$ cat src/hdl/one_wire_bus_master_defines.svh
// Assertion macros used by the one-wire master top level.
`ifndef ONE_WIRE_BUS_MASTER_DEFINES_SVH
`define ONE_WIRE_BUS_MASTER_DEFINES_SVH

// Same-cycle implication, checked on every rising clock edge outside reset.
`define OWM_ASSERT_NOW(label, ante, cons, msg) \
  label: assert property (@(posedge clk) disable iff (rst) (ante) |-> (cons)) \
    else $error(msg);

// Next-cycle implication, checked on every rising clock edge outside reset.
`define OWM_ASSERT_NEXT(label, ante, cons, msg) \
  label: assert property (@(posedge clk) disable iff (rst) (ante) |=> (cons)) \
    else $error(msg);

`endif

$ cat src/hdl/owm_pkg.sv
// ----------------------------------------------------------------------------
// owm_pkg
// Types and constants of the one-wire bus master.
// ----------------------------------------------------------------------------
`timescale 1ns / 1ps
`default_nettype none

package owm_pkg;

  localparam int TIME_BITS = 10;
  localparam int CFG_W     = 10;
  localparam int CMP_W     = (TIME_BITS > CFG_W) ? TIME_BITS : CFG_W;
  localparam int IDX_W     = 3;

  localparam logic [TIME_BITS-1:0] TICK_MAX = {TIME_BITS{1'b1}};

  localparam logic [IDX_W-1:0] REG_RESET_RELEASE   = 3'd0;
  localparam logic [IDX_W-1:0] REG_PRESENCE_SAMPLE = 3'd1;
  localparam logic [IDX_W-1:0] REG_RESET_END       = 3'd2;
  localparam logic [IDX_W-1:0] REG_SLOT_RELEASE    = 3'd3;
  localparam logic [IDX_W-1:0] REG_SLOT_SAMPLE     = 3'd4;
  localparam logic [IDX_W-1:0] REG_SLOT_END        = 3'd5;

  localparam logic [CFG_W-1:0] RESET_RELEASE_DEF   = 10'd400;
  localparam logic [CFG_W-1:0] PRESENCE_SAMPLE_DEF = 10'd466;
  localparam logic [CFG_W-1:0] RESET_END_DEF       = 10'd880;
  localparam logic [CFG_W-1:0] SLOT_RELEASE_DEF    = 10'd1;
  localparam logic [CFG_W-1:0] SLOT_SAMPLE_DEF     = 10'd10;
  localparam logic [CFG_W-1:0] SLOT_END_DEF        = 10'd55;

  localparam logic KIND_RESET = 1'b0;
  localparam logic KIND_BYTE  = 1'b1;

  localparam logic [2:0] LAST_BIT = 3'd7;

  typedef enum logic [1:0] {
    PH_IDLE  = 2'd0,
    PH_RESET = 2'd1,
    PH_SLOT  = 2'd2
  } phase_t;

  typedef struct packed {
    logic [CFG_W-1:0] reset_release_time;
    logic [CFG_W-1:0] presence_sample_time;
    logic [CFG_W-1:0] reset_end_time;
    logic [CFG_W-1:0] slot_release_time;
    logic [CFG_W-1:0] slot_sample_time;
    logic [CFG_W-1:0] slot_end_time;
  } cfg_t;

  typedef struct packed {
    logic       start_req;
    logic       kind;
    logic [7:0] tx_byte;
    logic       line_level;
  } tick_t;

  typedef struct packed {
    logic       drive_low;
    logic       busy_res;
    logic       done_res;
    logic [7:0] rx_byte;
    logic       reset_status;
  } result_t;

  // Compare a tick count against a register at a common width.
  function automatic logic [CMP_W-1:0] ext_tick(input logic [TIME_BITS-1:0] t);
    ext_tick = CMP_W'(t);
  endfunction

  function automatic logic [CMP_W-1:0] ext_cfg(input logic [CFG_W-1:0] v);
    ext_cfg = CMP_W'(v);
  endfunction

endpackage

`default_nettype wire

$ cat src/hdl/owm_cfg.sv
// ----------------------------------------------------------------------------
// owm_cfg
// Timing register file, written through the configuration channel.
// ----------------------------------------------------------------------------
`timescale 1ns / 1ps
`default_nettype none

module owm_cfg (
  input  wire logic                      clk,
  input  wire logic                      rst,
  input  wire logic                      cfg_valid,
  output logic                           cfg_ready,
  input  wire logic [owm_pkg::IDX_W-1:0] cfg_index,
  input  wire logic [owm_pkg::CFG_W-1:0] cfg_data,
  output owm_pkg::cfg_t                  cfg
);

  assign cfg_ready = 1'b1;

  always_ff @(posedge clk) begin
    if (rst) begin
      cfg.reset_release_time   <= owm_pkg::RESET_RELEASE_DEF;
      cfg.presence_sample_time <= owm_pkg::PRESENCE_SAMPLE_DEF;
      cfg.reset_end_time       <= owm_pkg::RESET_END_DEF;
      cfg.slot_release_time    <= owm_pkg::SLOT_RELEASE_DEF;
      cfg.slot_sample_time     <= owm_pkg::SLOT_SAMPLE_DEF;
      cfg.slot_end_time        <= owm_pkg::SLOT_END_DEF;
    end else if (cfg_valid && cfg_ready) begin
      // drop writes beyond the last register
      unique case (cfg_index)
        owm_pkg::REG_RESET_RELEASE:   cfg.reset_release_time   <= cfg_data;
        owm_pkg::REG_PRESENCE_SAMPLE: cfg.presence_sample_time <= cfg_data;
        owm_pkg::REG_RESET_END:       cfg.reset_end_time       <= cfg_data;
        owm_pkg::REG_SLOT_RELEASE:    cfg.slot_release_time    <= cfg_data;
        owm_pkg::REG_SLOT_SAMPLE:     cfg.slot_sample_time     <= cfg_data;
        owm_pkg::REG_SLOT_END:        cfg.slot_end_time        <= cfg_data;
        default: ;
      endcase
    end
  end

endmodule

`default_nettype wire

$ cat src/hdl/owm_step.sv
// ----------------------------------------------------------------------------
// owm_step
// Sequencer state of the bus master, advanced by one tick per enable.
// ----------------------------------------------------------------------------
`timescale 1ns / 1ps
`default_nettype none

module owm_step (
  input  wire logic            clk,
  input  wire logic            rst,
  input  wire logic            en,
  input  wire owm_pkg::cfg_t   cfg,
  input  wire owm_pkg::tick_t  tick,
  output owm_pkg::result_t     res
);

  owm_pkg::phase_t                 phase, phase_next;
  logic [owm_pkg::TIME_BITS-1:0]   tick_count, tick_count_next;
  logic [2:0]                      bit_index, bit_index_next;
  logic [7:0]                      shift_reg, shift_reg_next;
  logic [7:0]                      last_rx, last_rx_next;
  logic                            status_flag, status_flag_next;
  logic                            sample_bit, sample_bit_next;

  // state after a possible start on this tick
  owm_pkg::phase_t                 ph;
  logic [2:0]                      bi;
  logic [7:0]                      sr;
  logic                            sb;
  logic [owm_pkg::TIME_BITS-1:0]   tc;
  logic [owm_pkg::TIME_BITS-1:0]   tc_inc;
  logic [owm_pkg::CMP_W-1:0]       t;
  logic                            reset_over;
  logic                            slot_over;
  logic                            sb_reset;
  logic                            sb_slot;
  logic [7:0]                      sr_shift;
  logic                            drive;
  logic                            done;

  always_comb begin
    ph = phase;
    bi = bit_index;
    sr = shift_reg;
    sb = sample_bit;
    tc = tick_count;
    if (phase == owm_pkg::PH_IDLE && tick.start_req) begin
      tc = '0;
      if (tick.kind == owm_pkg::KIND_RESET) begin
        ph = owm_pkg::PH_RESET;
        sb = 1'b1;
      end else begin
        ph = owm_pkg::PH_SLOT;
        bi = 3'd0;
        sr = tick.tx_byte;
        sb = tick.tx_byte[0];
      end
    end
  end

  assign t          = owm_pkg::ext_tick(tc);
  assign tc_inc     = (tc == owm_pkg::TICK_MAX) ? tc : tc + 1'b1;
  assign reset_over = (t >= owm_pkg::ext_cfg(cfg.reset_end_time)) ||
                      (tc == owm_pkg::TICK_MAX);
  assign slot_over  = (t >= owm_pkg::ext_cfg(cfg.slot_end_time)) ||
                      (tc == owm_pkg::TICK_MAX);
  assign sb_reset   = (t == owm_pkg::ext_cfg(cfg.presence_sample_time)) ?
                      tick.line_level : sb;
  assign sb_slot    = (t == owm_pkg::ext_cfg(cfg.slot_sample_time) && !tick.line_level) ?
                      1'b0 : sb;
  assign sr_shift   = {sb_slot, sr[7:1]};

  // next state
  always_comb begin
    phase_next       = ph;
    tick_count_next  = tc;
    bit_index_next   = bi;
    shift_reg_next   = sr;
    last_rx_next     = last_rx;
    status_flag_next = status_flag;
    sample_bit_next  = sb;
    unique case (ph)
      owm_pkg::PH_IDLE: ;
      owm_pkg::PH_RESET: begin
        sample_bit_next = sb_reset;
        if (reset_over) begin
          status_flag_next = sb_reset | ~tick.line_level;
          phase_next       = owm_pkg::PH_IDLE;
          tick_count_next  = '0;
        end else begin
          tick_count_next = tc_inc;
        end
      end
      owm_pkg::PH_SLOT: begin
        sample_bit_next = sb_slot;
        if (slot_over) begin
          shift_reg_next  = sr_shift;
          tick_count_next = '0;
          if (bi == owm_pkg::LAST_BIT) begin
            last_rx_next   = sr_shift;
            bit_index_next = 3'd0;
            phase_next     = owm_pkg::PH_IDLE;
          end else begin
            bit_index_next  = bi + 3'd1;
            sample_bit_next = sr_shift[0];
          end
        end else begin
          tick_count_next = tc_inc;
        end
      end
      default: phase_next = owm_pkg::PH_IDLE;
    endcase
  end

  // outputs of this tick
  always_comb begin
    drive = 1'b0;
    done  = 1'b0;
    unique case (ph)
      owm_pkg::PH_IDLE: ;
      owm_pkg::PH_RESET: begin
        if (reset_over) begin
          done = 1'b1;
        end else begin
          drive = (t < owm_pkg::ext_cfg(cfg.reset_release_time));
        end
      end
      owm_pkg::PH_SLOT: begin
        if (slot_over) begin
          done = (bi == owm_pkg::LAST_BIT);
        end else begin
          drive = (t < owm_pkg::ext_cfg(cfg.slot_release_time)) || !sr[0];
        end
      end
      default: ;
    endcase
  end

  assign res.drive_low    = drive;
  assign res.busy_res     = (phase_next != owm_pkg::PH_IDLE);
  assign res.done_res     = done;
  assign res.rx_byte      = last_rx_next;
  assign res.reset_status = status_flag_next;

  always_ff @(posedge clk) begin
    if (rst) begin
      phase       <= owm_pkg::PH_IDLE;
      tick_count  <= '0;
      bit_index   <= 3'd0;
      shift_reg   <= 8'd0;
      last_rx     <= 8'd0;
      status_flag <= 1'b1;
      sample_bit  <= 1'b1;
    end else if (en) begin
      phase       <= phase_next;
      tick_count  <= tick_count_next;
      bit_index   <= bit_index_next;
      shift_reg   <= shift_reg_next;
      last_rx     <= last_rx_next;
      status_flag <= status_flag_next;
      sample_bit  <= sample_bit_next;
    end
  end

endmodule

`default_nettype wire

$ cat src/hdl/one_wire_bus_master.sv
// ----------------------------------------------------------------------------
// one_wire_bus_master
// 1-Wire master for reset/presence and LSB-first byte transfers.
// ----------------------------------------------------------------------------
// Each input word on the s_ channel is one microsecond tick: the sampled
// line level plus an optional start request (tuser selects reset or byte
// transfer, a read sends 0xFF). Each tick yields exactly one result word on
// the m_ channel with the line drive, busy and done flags, the last received
// byte and the last reset status.
// Timing registers must be written on the cfg_ channel only while the master is
// idle; the block itself does not enforce this. cfg_ready is always high and
// indexes above five are dropped. A word accepted on s_ sits in the input register
// and goes through the sequencer into the result register when the output advances.
// Throughput is one tick per cycle while the receiver keeps m_tready high,
// limited by the single sequencer update per tick. s_tready stays high while
// m_tready is high; when the receiver stalls, the result is held and one more
// tick is buffered before s_tready drops. Reset returns the sequencer to idle with
// status 1, clears the received byte and restores the default timing registers.
// ----------------------------------------------------------------------------
`timescale 1ns / 1ps
`default_nettype none
`include "one_wire_bus_master_defines.svh"

module one_wire_bus_master (
  input  wire logic                      clk,
  input  wire logic                      rst,
  input  wire logic                      s_tvalid,
  output logic                           s_tready,
  input  wire logic [15:0]               s_tdata,  // start_req, tx_byte[7:0], line_level, zeros
  input  wire logic                      s_tuser,  // kind
  output logic                           m_tvalid,
  input  wire logic                      m_tready,
  output logic [15:0]                    m_tdata,  // drive_low, busy_res, done_res,
                                                   // rx_byte[7:0], reset_status, zeros
  input  wire logic                      cfg_valid,
  output logic                           cfg_ready,
  input  wire logic [owm_pkg::IDX_W-1:0] cfg_index,
  input  wire logic [owm_pkg::CFG_W-1:0] cfg_data
);

  owm_pkg::cfg_t    cfg;
  owm_pkg::tick_t   in_word;
  owm_pkg::result_t res;
  owm_pkg::result_t out_word;
  logic             in_vld;
  logic             adv;
  logic             step_en;

  assign adv      = !m_tvalid || m_tready;
  assign s_tready = !in_vld || adv;
  assign step_en  = in_vld && adv;

  owm_cfg u_cfg (
    .clk       (clk),
    .rst       (rst),
    .cfg_valid (cfg_valid),
    .cfg_ready (cfg_ready),
    .cfg_index (cfg_index),
    .cfg_data  (cfg_data),
    .cfg       (cfg)
  );

  owm_step u_step (
    .clk  (clk),
    .rst  (rst),
    .en   (step_en),
    .cfg  (cfg),
    .tick (in_word),
    .res  (res)
  );

  // input register
  always_ff @(posedge clk) begin
    if (rst) begin
      in_vld <= 1'b0;
    end else if (s_tvalid && s_tready) begin
      in_vld <= 1'b1;
    end else if (adv) begin
      in_vld <= 1'b0;
    end
  end

  always_ff @(posedge clk) begin
    if (s_tvalid && s_tready) begin
      in_word.start_req  <= s_tdata[0];
      in_word.tx_byte    <= s_tdata[8:1];
      in_word.line_level <= s_tdata[9];
      in_word.kind       <= s_tuser;
    end
  end

  // result register
  always_ff @(posedge clk) begin
    if (rst) begin
      m_tvalid <= 1'b0;
    end else if (step_en) begin
      m_tvalid <= 1'b1;
    end else if (m_tready) begin
      m_tvalid <= 1'b0;
    end
  end

  always_ff @(posedge clk) begin
    if (step_en) begin
      out_word <= res;
    end
  end

  assign m_tdata = {4'd0, out_word.reset_status, out_word.rx_byte,
                    out_word.done_res, out_word.busy_res, out_word.drive_low};

  `OWM_ASSERT_NEXT(a_step_fills_output, step_en, m_tvalid, "sequencer step lost its result")
  `OWM_ASSERT_NOW(a_ready_when_drained, m_tready, s_tready, "input stalled with output free")
  `OWM_ASSERT_NOW(a_done_not_busy, m_tvalid && out_word.done_res, !out_word.busy_res,
    "done reported while still busy")
  `OWM_ASSERT_NEXT(a_stall_holds_tick, in_vld && !adv, in_vld && $stable(in_word),
    "buffered tick changed during stall")

endmodule

`default_nettype wire
$ cat config.mk
export PLATFORM = sky130hd
export DESIGN_NAME = one_wire_bus_master
export DESIGN_NICKNAME = d
export VERILOG_FILES = /design/src/hdl/owm_pkg.sv /design/src/hdl/owm_cfg.sv /design/src/hdl/owm_step.sv /design/src/hdl/one_wire_bus_master.sv
export VERILOG_INCLUDE_DIRS = /design/src /design/src/hdl
export SDC_FILE = /design/constraint.sdc
export NUM_CORES = 1
export LEC_CHECK = 0
export ABC_AREA = 0
export BUFFER_PORTS_ARGS = -buffer_cell sky130_fd_sc_hd__buf_2
export CAP_MARGIN = 20
export CORE_ASPECT_RATIO = 0.6
export CORE_UTILIZATION = 50
export DETAILED_ROUTE_END_ITERATION = 10
export PLACE_DENSITY = 0.69
export REMOVE_ABC_BUFFERS = 1
export SLEW_MARGIN = 0
export SYNTH_ARGS = -nofsm -noshare
export SYNTH_HDL_FRONTEND = slang
export SYNTH_SLANG_ARGS = --single-unit
$ cat constraint.sdc
create_clock -name clk -period 3.8 [get_ports clk]
set_input_delay 0.57 -clock clk [delete_from_list [all_inputs] [get_ports clk]]
set_output_delay 0.57 -clock clk [all_outputs]
set_load 0.05 [all_outputs]
* Word-level counts from Yosys, hierarchy flattened
Cells that the tools add are included.
Widths: inputs -> output; s select.
** Word-level totals
- Bits in registers :: 118
- Bits of input ports :: 35
- Output and inout bits :: 19
- Word-level logic and storage cells :: 110
** Cells by class
- $add $sub $neg :: 2
- Order comparisons :: 4
- Equality and inequality tests :: 11
- Mux-type cells :: 42
- Bitwise operators :: 2
- Reductions and logical operators :: 25
** Operators by type and width (count)
- $mux 8 :: 7
- $mux 10 :: 4
- $eq 10x10->1 :: 2
- $ge 10x10->1 :: 2
- $lt 10x10->1 :: 2
- $pmux 10 s2 :: 1
- $mux 1 :: 16
- $mux 3 :: 5
- $reduce_and 2->1 :: 6
- $add 10x1->10 const B :: 1
- $eq 10x10->1 const B :: 1
- $mux 2 :: 5
- $eq 3x3->1 const B :: 3
- $eq 3x2->1 const B :: 2
- $pmux 1 s2 :: 3
- $pmux 2 s3 :: 1
- $reduce_bool 2->1 :: 3
- $logic_or 1x1->1 :: 5
- $logic_and 1x1->1 :: 4
- $logic_not 1->1 :: 4
- $logic_not 2->1 :: 2
- $add 3x1->3 const B :: 1
- $eq 3x1->1 const B :: 1
- $logic_not 3->1 :: 1
- other kinds (4) :: 4

* Longest topological paths before layout
Gate-level depths: netlist (run 1).
- Depth in word-level cells :: 9
- Gate-level depth with buffers :: 15
- Gate-level depth less buffers :: 11

* Modules after synthesis
From an unflattened synthesis (run 1), not the netlist that was laid out.
** Second synthesis, totals
- Cell total of the unflattened synthesis :: 722
- Area, all modules :: 6686.4 µm²
** By module, submodules not included
- owm_step :: instances 1, cells an instance 456, area an instance 3437.0 µm², sequential area each 660.6 µm²
- owm_cfg :: instances 1, cells an instance 228, area an instance 2421.1 µm², sequential area each 1201.2 µm²
- one_wire_bus_master :: instances 1, cells an instance 38, area an instance 828.3 µm², sequential area each 730.7 µm²

* Least setup slack after synthesis (run 1)
Ideal clock, no wire load.
- Path type :: register to register
- Start :: register u_step.phase[0]
- End :: register out_word (netlist bit m_tdata[10]), data pin
- Library setup time :: 0.260 ns
- Data arrival time :: 3.014 ns
- Required time :: 3.540 ns
- Setup slack :: 0.526 ns
- Cell stages (with the launch flop) :: 15
- Path buffers :: 4
- Period minus slack after synthesis :: 3.274 ns
- Cells stage by stage :: dfxtp_1 -> buf_6 -> or3b_1 -> buf_6 -> clkbuf_1 -> nand2_1 -> inv_1 -> ha_1 -> nand4_1 -> nor4_2 -> or2_2 -> a21oi_4 -> or3_1 -> buf_2 -> mux2_2
** RTL lines
- from (decl) :: RTL line owm_step.sv:17 : owm_pkg::phase_t phase, phase_next;
- from (signal assigned) :: RTL line owm_step.sv:147 : phase <= owm_pkg::PH_IDLE;
- from (signal assigned) :: RTL line owm_step.sv:155 : phase <= phase_next;
- to (signal assigned) :: RTL line one_wire_bus_master.sv:105 : out_word <= res;
- to (decl) :: RTL line one_wire_bus_master.sv:44 : owm_pkg::result_t out_word;

* Worst setup path after layout (run 1)
- Start :: register u_step.phase[0]
- End :: register u_step.tick_count[8] (netlist bit)
** On the way
- Cells in the longest elaborated chain, start to end :: 7
- Elaborated cells between the ends (all ways) :: 16
- Those cells by class :: 1 x add/sub; 2 x order compare; 3 x eq/ne; 6 x mux; 4 x reduce/logical
** Ends and longest elaborated chain
- $logic_not 2->1 :: RTL line owm_step.sv:47 : if (phase == owm_pkg::PH_IDLE && tick.start_req) begin
- $logic_and 1x1->1 :: RTL line owm_step.sv:47
- $mux 10 :: RTL line owm_step.sv:47
- $add 10x1->10 (tied with other cells) :: RTL line owm_step.sv:62 : assign tc_inc = (tc == owm_pkg::TICK_MAX) ? tc : tc + 1'b1;
- $mux 10 (tied with other cells) :: RTL line owm_step.sv:62
- $mux 10 (on tied branches) :: RTL line owm_step.sv:96, owm_step.sv:86
- $pmux 10 s2 (*) :: RTL line owm_step.sv:82 : unique case (ph)
- to (signal assigned) :: RTL line owm_step.sv:156 : tick_count <= tick_count_next;
- to (decl) :: RTL line owm_step.sv:18 : logic [owm_pkg::TIME_BITS-1:0] tick_count, tick_count_next;
Every way passes the cells marked *; elsewhere a longest branch is shown, timed or not.
A chain may end at the register's enable or synchronous reset.

==> insert_results.sql, run 1 <==
INSERT INTO impl_metrics (metric_group, metric, value, unit) VALUES
('flow_run', 'cap_viol_max_count', '0', ''),
('placement', 'place.detailed.hpwl', '12700', 'um'),
('floorplanning', 'die_w', '147', 'um'),
('detailed_routing', 'detail_route.first_pass.iterations', '5', ''),
('clocking', 'cts.sink_count', '118', ''),
('logic_synthesis', 'synth.lib_cells_used.distinct', '69', ''),
('cells_and_area', 'layout_common_cells', 'sky130_fd_sc_hd__nand2_1 (146), sky130_fd_sc_hd__dfxtp_1 (95), sky130_fd_sc_hd__a21oi_1 (61), sky130_fd_sc_hd__inv_1 (58), sky130_fd_sc_hd__nor2_1 (45)', ''),
('global_route', 'grt.overflow.total', '0', ''),
('setup_path', 'critPathArrivalTime', '3860', 'ps'),
('floorplanning', 'effective_utilization_at_floorplan', '52.0', '%'),
('detailed_routing', 'via_count', '5561', ''),
('pwr', 'cellPowerDensity', '445', 'nW/um^2'),
('global_route', 'grt_pass1_vias', '5187', ''),
('timing', 'hold-worst-slack', '325', 'ps'),
('worst_hold_path', 'min_delay_path_depth', '1', ''),
('timing', 'rsz0062_at_grt', 'false', ''),
('logic_synthesis', 'netlist_instances', '743', ''),
('timing', 'relSlewSlack', '30.7', '%'),
('logic_synthesis', 'synth_flop_cell', 'sky130_fd_sc_hd__dfxtp_1', ''),
('clocking', 'worstSkewPairLatency', '420', 'ps'),
('placement', 'place_congestion', '0.883', ''),
('logic_synthesis', 'synthesis_warning_total', '0', ''),
('detailed_routing', 'detail_route.wirelength', '17700', 'um'),
('placement', 'placed_instance_area', '6780', 'sq um'),
('detailed_routing', 'post_drt_wl_per_cell', '18.2', 'um'),
('floorplanning', 'floorplan.die_area', '13200', 'sq um'),
('clocking', 'post-cts-setup-buffer-count', '0', ''),
('status', 'result_of_the_run', 'complete, no violations', ''),
('timing', 'post-route-worst-setup-slack', '284', 'ps'),
('floorplanning', 'num_io_pins', '54', ''),
('logic_synthesis', 'synth-seq-area-share', '40.8', '%'),
('clocking', 'cts.repair.resized', '0', ''),
('timing', 'min_period', '3520', 'ps'),
('timing', 'worst_pin_slew', '1040', 'ps'),
('cells_and_area', 'layout_commonest_cell', 'sky130_fd_sc_hd__nand2_1', ''),
('floorplanning', 'core_area', '12200', 'sq um'),
('placement', 'pre_cts_ws', '369', 'ps'),
('cells_and_area', 'post_route_cells_drive_above_1_share', '15.2', '%'),
('setup_path', 'criticalPathCategory', 'reg -> reg', ''),
('timing', 'final_min_period_over_clock_period', '92.5', '%'),
('clocking', 'clk_root_buffer_cell', 'sky130_fd_sc_hd__clkbuf_16', ''),
('logic_synthesis', 'netlist_area_pre_place', '6350', 'sq um'),
('cells_and_area', 'finalInstanceArea', '7380', 'sq um'),
('setup_path', 'length_in_cells_of_the_worst_reg_to_reg_path', '12', ''),
('floorplanning', 'chipHeight', '89.3', 'um'),
('clocking', 'cts_inserted_buffers', '17', ''),
('cells_and_area', 'layout.filler_cells', '1031', ''),
('detailed_routing', 'drc', '0', ''),
('cells_and_area', 'largest_register_ffs', '60', ''),
('cells_and_area', 'final_nets', '869', ''),
('setup_path', 'critical_path.cell_chain', 'or3b_1, nand2_1, inv_1, ha_1, a21oi_1, o21ai_0, or2_2, a21oi_4, buf_4, a22oi_4, or4b_1, a21oi_1', ''),
('timing', 'timing.final.setup_violations', '0', ''),
('global_route', 'first_pass_grt_wire_length', '27900', 'um'),
('placement', 'port_buffers', '42', ''),
('cells_and_area', 'utilization', '60.4', '%'),
('worst_hold_path', 'min_from', 's_tdata[8]', ''),
('detailed_routing', 'drt_first_iter_violations', '540', ''),
('global_route', 'grt_usage', '28.3', '%'),
('setup_path', 'cpMostUsedCell', 'sky130_fd_sc_hd__a21oi_1', ''),
('clocking', 'holdBufCountCts', '0', ''),
('cells_and_area', 'areaGrowthSynthToFinish', '16.3', '%'),
('logic_synthesis', 'number_of_synthesized_flops_with_an_enable_pin', '23', ''),
('setup_path', 'startpoint_types', 'flip-flop', ''),
('setup_path', 'timing.critical_path.slowest_cell_delay', '590', 'ps'),
('pwr', 'leakagePower', '2.97', 'nW'),
('timing', 'fmaxAchievable', '0.284', 'GHz'),
('detailed_routing', 'viasPerCell', '5.72', ''),
('floorplanning', 'row_count', '31', ''),
('setup_path', 'setup.worst_path.end_class', 'flip-flop', ''),
('clocking', 'clk_path_buf_depth', '2', ''),
('clocking', 'tritoncts', 'done', '');
-- final cells by class --
cell class              count  area [sq um]  share of cell area [%]
clock buffers              19           433                    5.86
inverters                  59           221                    3.00
multi-input cells         531          3370                    45.6
well taps                 165           206                    2.80
clock inverters            13           159                    2.15
flip-flops and latches    118          2590                    35.1
repair buffers             67           402                    5.44
-- power by group --
part / leakage, nW / internal, mW / switching (mW)
logic: 1.70 / 0.101 / 0.229
registers: 0.983 / 1.31 / 0.0233
clock network: 0.283 / 1.03 / 0.592
total: 2.97 / 2.44 / 0.844
-- cells in the mapped netlist (7+ instances only) --
master / n / area, sq um
sky130_fd_sc_hd__dfxtp_1: 95 / 1900
sky130_fd_sc_hd__inv_1: 58 / 218
sky130_fd_sc_hd__and2_1: 7 / 43.8
sky130_fd_sc_hd__edfxtp_1: 23 / 691
sky130_fd_sc_hd__nor2_1: 45 / 169
sky130_fd_sc_hd__clkbuf_1: 26 / 97.6
sky130_fd_sc_hd__nand2b_1: 18 / 113
sky130_fd_sc_hd__o211ai_1: 13 / 97.6
sky130_fd_sc_hd__ha_1: 40 / 500
sky130_fd_sc_hd__o21ai_0: 22 / 110
sky130_fd_sc_hd__nor3_1: 13 / 65.1
sky130_fd_sc_hd__o2111ai_1: 8 / 70.1
sky130_fd_sc_hd__mux2i_1: 26 / 260
sky130_fd_sc_hd__mux2_2: 10 / 113
sky130_fd_sc_hd__a21oi_1: 61 / 305
sky130_fd_sc_hd__nand3_1: 20 / 100
sky130_fd_sc_hd__nand2_1: 146 / 548
-- worst max-delay path: cells and delay by family, from the launching register on --
| family | cells | cell delay (ps) |
|---|---|---|
| adders and majority gates | 1 | 330 |
| buffers and inverters | 2 | 330 |
| AOI/OAI and AO/OA | 5 | 780 |
| and+or+nand+nor | 4 | 1660 |
| DFF | 1 | 320 |
-- cell families after synthesis --
logic type               after synthesis  share of synthesized area, %
other                                  2                         0.118
multiplexers                          36                          5.87
AND/OR/NAND/NOR                      282                          20.7
flip-flops                           118                          40.8
AO/OA/AOI/OAI                        161                          17.2
buffers and inverters                 97                          6.38
adder cells (fa/ha/maj)               41                          8.04
XOR/XNOR                               6                         0.828
-- per-stage QoR --
stage | power, mW | std cells
after detailed placement | 1.68 | 939
after global placement | 1.67 | 939
after CTS | 3.28 | 971
after floorplan | 1.55 | 708
final | 3.29 | 972
after global routing | 3.38 | 972
-- how the worst max path moves through the flow --
stage / from / end / cells after the start / slack, ps
6_report: u_step.phase[0] / u_step.tick_count[8] / 12 / 280
3_3_place_gp: in_word[10] / u_step.tick_count[8] / 12 / 490
5_1_grt: in_word[10] / u_step.tick_count[8] / 12 / 120
3_5_place_dp: u_step.phase[0] / u_step.tick_count[8] / 12 / 370
4_1_cts: u_step.phase[0] / u_step.tick_count[8] / 12 / 350
2_1_floorplan: in_word[10] / u_step.shift_reg[0] / 11 / 440
-- per-layer routing --
layer  vias up  wire (um)  global-route usage, %
met4         0        203                   7.31
li1       2692          -                      -
met3        31       1340                   7.40
met5         -          0                      0
met2       211       7270                   41.6
met1      2627       8910                   41.0
No activity file was read; power rests on OpenSTA's default activity.
==> inputs of run 2 (changes only) <==
Settings changed: ABC_AREA 0 to 1.
==> insert_results.sql, run 2 <==
INSERT INTO impl_metrics (metric_group, metric, value, unit) VALUES
('logic_synthesis', 'number_of_synthesized_flops_with_an_enable_pin', '23', ''),
('setup_path', 'startpoint_types', 'flip-flop', ''),
('logic_synthesis', 'synthesis_warning_total', '0', ''),
('detailed_routing', 'via_count', '5803', ''),
('logic_synthesis', 'netlist.top_cell.by_area', 'sky130_fd_sc_hd__dfxtp_1', ''),
('setup_path', 'timing.critical_path.slowest_cell_delay', '400', 'ps'),
('pwr', 'cellPowerDensity', '449', 'nW/um^2'),
('pwr', 'power.ir.vdd_worst', '240', 'uV'),
('worst_hold_path', 'min_from', 's_tdata[7]', ''),
('logic_synthesis', 'netlist_instances', '891', ''),
('pwr', 'leakagePower', '3.66', 'nW'),
('timing', 'worst_pin_slew', '788', 'ps'),
('global_route', 'grt_usage', '26.1', '%'),
('setup_path', 'slowest_stage', 'sky130_fd_sc_hd__nand2_2', ''),
('timing', 'timing.final.setup_violations', '0', ''),
('cells_and_area', 'layout_common_cells', 'sky130_fd_sc_hd__nand2_1 (202), sky130_fd_sc_hd__inv_1 (133), sky130_fd_sc_hd__dfxtp_1 (95), sky130_fd_sc_hd__o21ai_0 (79), sky130_fd_sc_hd__a21oi_1 (75)', ''),
('setup_path', 'crit_path_max_fanout', '24', ''),
('logic_synthesis', 'synth.lib_cells_used.distinct', '41', ''),
('setup_path', 'crit-reg2reg-capture', 'u_step.last_rx[1]', ''),
('cells_and_area', 'layout.filler_cells', '1150', ''),
('setup_path', 'critPathArrivalTime', '3470', 'ps'),
('cells_and_area', 'insertedDiodeCount', '0', ''),
('clocking', 'cts_inserted_buffers', '17', ''),
('worst_hold_path', 'min_delay_path_depth', '1', ''),
('clocking', 'clk_path_buf_depth', '2', ''),
('logic_synthesis', 'synth-seq-area-share', '40.1', '%'),
('worst_hold_path', 'worst_hold_path_type', 'in -> reg', ''),
('clocking', 'clk_root_buffer_cell', 'sky130_fd_sc_hd__clkbuf_16', ''),
('timing', 'rsz0062_at_grt', 'false', ''),
('flow_run', 'cap_viol_max_count', '0', ''),
('cells_and_area', 'layout_commonest_cell', 'sky130_fd_sc_hd__nand2_1', ''),
('detailed_routing', 'detail_route.first_pass.iterations', '5', ''),
('global_route', 'maximum_number_of_pins_on_one_net_before_global_route_repair', '49', ''),
('detailed_routing', 'detail_route.wirelength', '16600', 'um'),
('floorplanning', 'die_w', '149', 'um'),
('setup_path', 'path_delay_family', 'simple AND/OR/NAND/NOR gates', ''),
('placement', 'port_buffers', '42', ''),
('setup_path', 'critical_path.n_buffers_inverters', '3', ''),
('cells_and_area', 'final_nets', '1008', ''),
('cells_and_area', 'post_route_cells_drive_above_1_share', '11.6', '%'),
('logic_synthesis', 'synth-async-reset-ratio', '0', '%'),
('setup_path', 'setup.worst_path.end_class', 'flip-flop', ''),
('clocking', 'holdBufCountCts', '0', ''),
('clocking', 'cts.reportedPaths.clkPinSlew', '60', 'ps'),
('clocking', 'tritoncts', 'done', ''),
('status', 'result_of_the_run', 'complete, no violations', ''),
('floorplanning', 'core_area', '12300', 'sq um'),
('detailed_routing', 'drc', '0', ''),
('global_route', 'grt.overflow.total', '0', ''),
('setup_path', 'worst-r2r-setup-slack', '640', 'ps'),
('timing', 'finalSetupTns', '0', 'ps'),
('cells_and_area', 'largest_register_ffs', '60', ''),
('logic_synthesis', 'synth.cells.most_frequent', 'sky130_fd_sc_hd__nand2_1 (202), sky130_fd_sc_hd__inv_1 (133), sky130_fd_sc_hd__dfxtp_1 (95)', ''),
('logic_synthesis', 'synth_flop_cell', 'sky130_fd_sc_hd__dfxtp_1', ''),
('floorplanning', 'effective_utilization_at_floorplan', '52.4', '%'),
('floorplanning', 'row_count', '31', ''),
('global_route', 'antenna_found_initial', '0', ''),
('worst_hold_path', 'min_delay_worst_endpoint', 'in_word[7]', ''),
('placement', 'place_congestion', '0.911', ''),
('detailed_routing', 'post_drt_wl_per_cell', '14.9', 'um'),
('setup_path', 'critical_path.cell_chain', 'nor2_1, nand2_2, nand2_1, inv_1, ha_1, a21boi_1, nand2_1, nand2_1, nand2_1, nand2_4, nand3_4, clkinv_2, nand2_1, nand3_1, nand2_1, inv_1', ''),
('placement', 'place.detailed.hpwl', '11800', 'um'),
('logic_synthesis', 'post_synth.cell_area_avg', '7.26', 'sq um'),
('clocking', 'cts.sink_count', '118', ''),
('detailed_routing', 'drt_first_iter_violations', '682', ''),
('logic_synthesis', 'netlist_area_pre_place', '6470', 'sq um'),
('logic_synthesis', 'synth.area.top_cells', 'sky130_fd_sc_hd__dfxtp_1 (29%), sky130_fd_sc_hd__nand2_1 (12%), sky130_fd_sc_hd__edfxtp_1 (11%), sky130_fd_sc_hd__ha_1 (7.7%), sky130_fd_sc_hd__inv_1 (7.7%)', ''),
('logic_synthesis', 'yosys_register_bits', '118', ''),
('detailed_routing', 'route.antenna.remaining_nets', '0', ''),
('timing', 'relSlewSlack', '47.4', '%'),
('setup_path', 'worst_r2r_startpoint', 'u_step.phase[1]', ''),
('clocking', 'worstSkewPairLatency', '420', 'ps'),
('setup_path', 'crit_required', '4110', 'ps'),
('global_route', 'first_pass_grt_wire_length', '26700', 'um'),
('clocking', 'htreeDepth', '4', ''),
('floorplanning', 'floorplan.die_area', '13400', 'sq um'),
('timing', 'final_min_period_over_clock_period', '83.1', '%'),
('clocking', 'cts.repair.resized', '0', ''),
('cells_and_area', 'registers.top_by_ff_count', 'u_cfg.cfg', ''),
('setup_path', 'cpMostUsedCell', 'sky130_fd_sc_hd__nand2_1', ''),
('floorplanning', 'num_io_pins', '54', ''),
('timing', 'report.final.hold_viol_count', '0', ''),
('timing', 'finalClockSkew', '11.1', 'ps'),
('setup_path', 'length_in_cells_of_the_worst_reg_to_reg_path', '16', ''),
('timing', 'min_period', '3160', 'ps'),
('global_route', 'grt_pass1_vias', '5063', ''),
('detailed_routing', 'viasPerCell', '5.22', ''),
('logic_synthesis', 'post-synth-top-count-cell', 'sky130_fd_sc_hd__nand2_1', ''),
('timing', 'maxSlewViolCount', '0', ''),
('timing', 'fmaxAchievable', '0.317', 'GHz'),
('placement', 'placed_instance_area', '6810', 'sq um'),
('cells_and_area', 'finalInstanceArea', '7310', 'sq um'),
('setup_path', 'criticalPathCategory', 'reg -> reg', ''),
('cells_and_area', 'areaGrowthSynthToFinish', '13.0', '%'),
('floorplanning', 'chipHeight', '90.1', 'um'),
('clocking', 'post-cts-setup-buffer-count', '0', ''),
('logic_synthesis', 'post-synth-top-area-fraction', '29.4', '%');
-- run 2: changes by cell type in the layout (fill, tap and decap cells not counted), moves of 18 or more --
cell / previous run / this run
sky130_fd_sc_hd__inv_1: 58 / 133
sky130_fd_sc_hd__o21ai_0: 22 / 79
sky130_fd_sc_hd__nand2_1: 146 / 202
sky130_fd_sc_hd__nand3_1: 20 / 60
sky130_fd_sc_hd__mux2i_1: 26 / 1
sky130_fd_sc_hd__nand2b_1: 18 / 0
-- run 2: logic make-up after synthesis --
group | after synthesis | share of synthesized area, %
buffers and inverters | 175 | 10.9
adder cells (fa/ha/maj) | 40 | 7.74
XOR/XNOR | 3 | 0.406
other | 2 | 0.116
AND/OR/NAND/NOR | 364 | 25.0
multiplexers | 1 | 0.155
flip-flops | 118 | 40.1
AO/OA/AOI/OAI | 188 | 15.6
-- run 2: routing by layer --
layer,vias to the layer above,wire length [um],global-route usage (%),share of wire [%]
li1,2967,-,-,-
met1,2597,8900,43.3,54
met2,218,5980,32.2,36
met3,21,1540,6.35,9.3
met4,0,158,6.04,0.95
met5,-,0,0,0
-- run 2: area by class of cell --
type                    count  area [sq um]  share of cell area [%]
inverters                 142           534                    7.31
clock inverters            13          67.6                   0.925
flip-flops and latches    118          2590                    35.5
repair buffers             53           293                    4.01
multi-input cells         601          3180                    43.5
well taps                 165           206                    2.83
clock buffers              19           433                    5.92
-- run 2: power breakdown --
group / total [mW] / switching [mW] / internal, mW
clock: 1.37 / 0.563 / 0.812
combinational: 0.525 / 0.367 / 0.159
sequential: 1.38 / 0.0336 / 1.34
-- run 2: stage by stage --
step	hold WS [ps]	instances	total power, mW	setup slack (ps)	utilization (%)
2_1_floorplan	423	861	1.75	1160	-
3_3_place_gp	442	1079	1.90	817	55.2
3_5_place_dp	445	1079	1.91	770	55.2
4_1_cts	315	1111	3.27	735	59.2
5_1_grt	316	1111	3.41	392	59.2
6_report	321	1111	3.28	642	59.2
-- run 2: how the worst max path moves through the flow --
stage / end / start / cells after the start
final: u_step.last_rx[1] / u_step.phase[1] / 16
after global routing: u_step.last_rx[1] / u_step.phase[0] / 17
after CTS: u_step.last_rx[1] / u_step.phase[1] / 16
after global placement: u_step.tick_count[7] / u_step.phase[1] / 16
after detailed placement: u_step.last_rx[1] / u_step.phase[0] / 17
after floorplan: u_step.bit_index[1] / m_tvalid / 5
-- run 2: worst reg2reg max path, delay by kind of cell, from the launching register on --
| kind | cells | cell delay, ps |
|---|---|---|
| AO/OA/AOI/OAI | 1 | 130 |
| adder cells (fa/ha/maj) | 1 | 310 |
| buffers and inverters | 3 | 560 |
| flip-flops | 1 | 390 |
| AND/OR/NAND/NOR | 11 | 1690 |
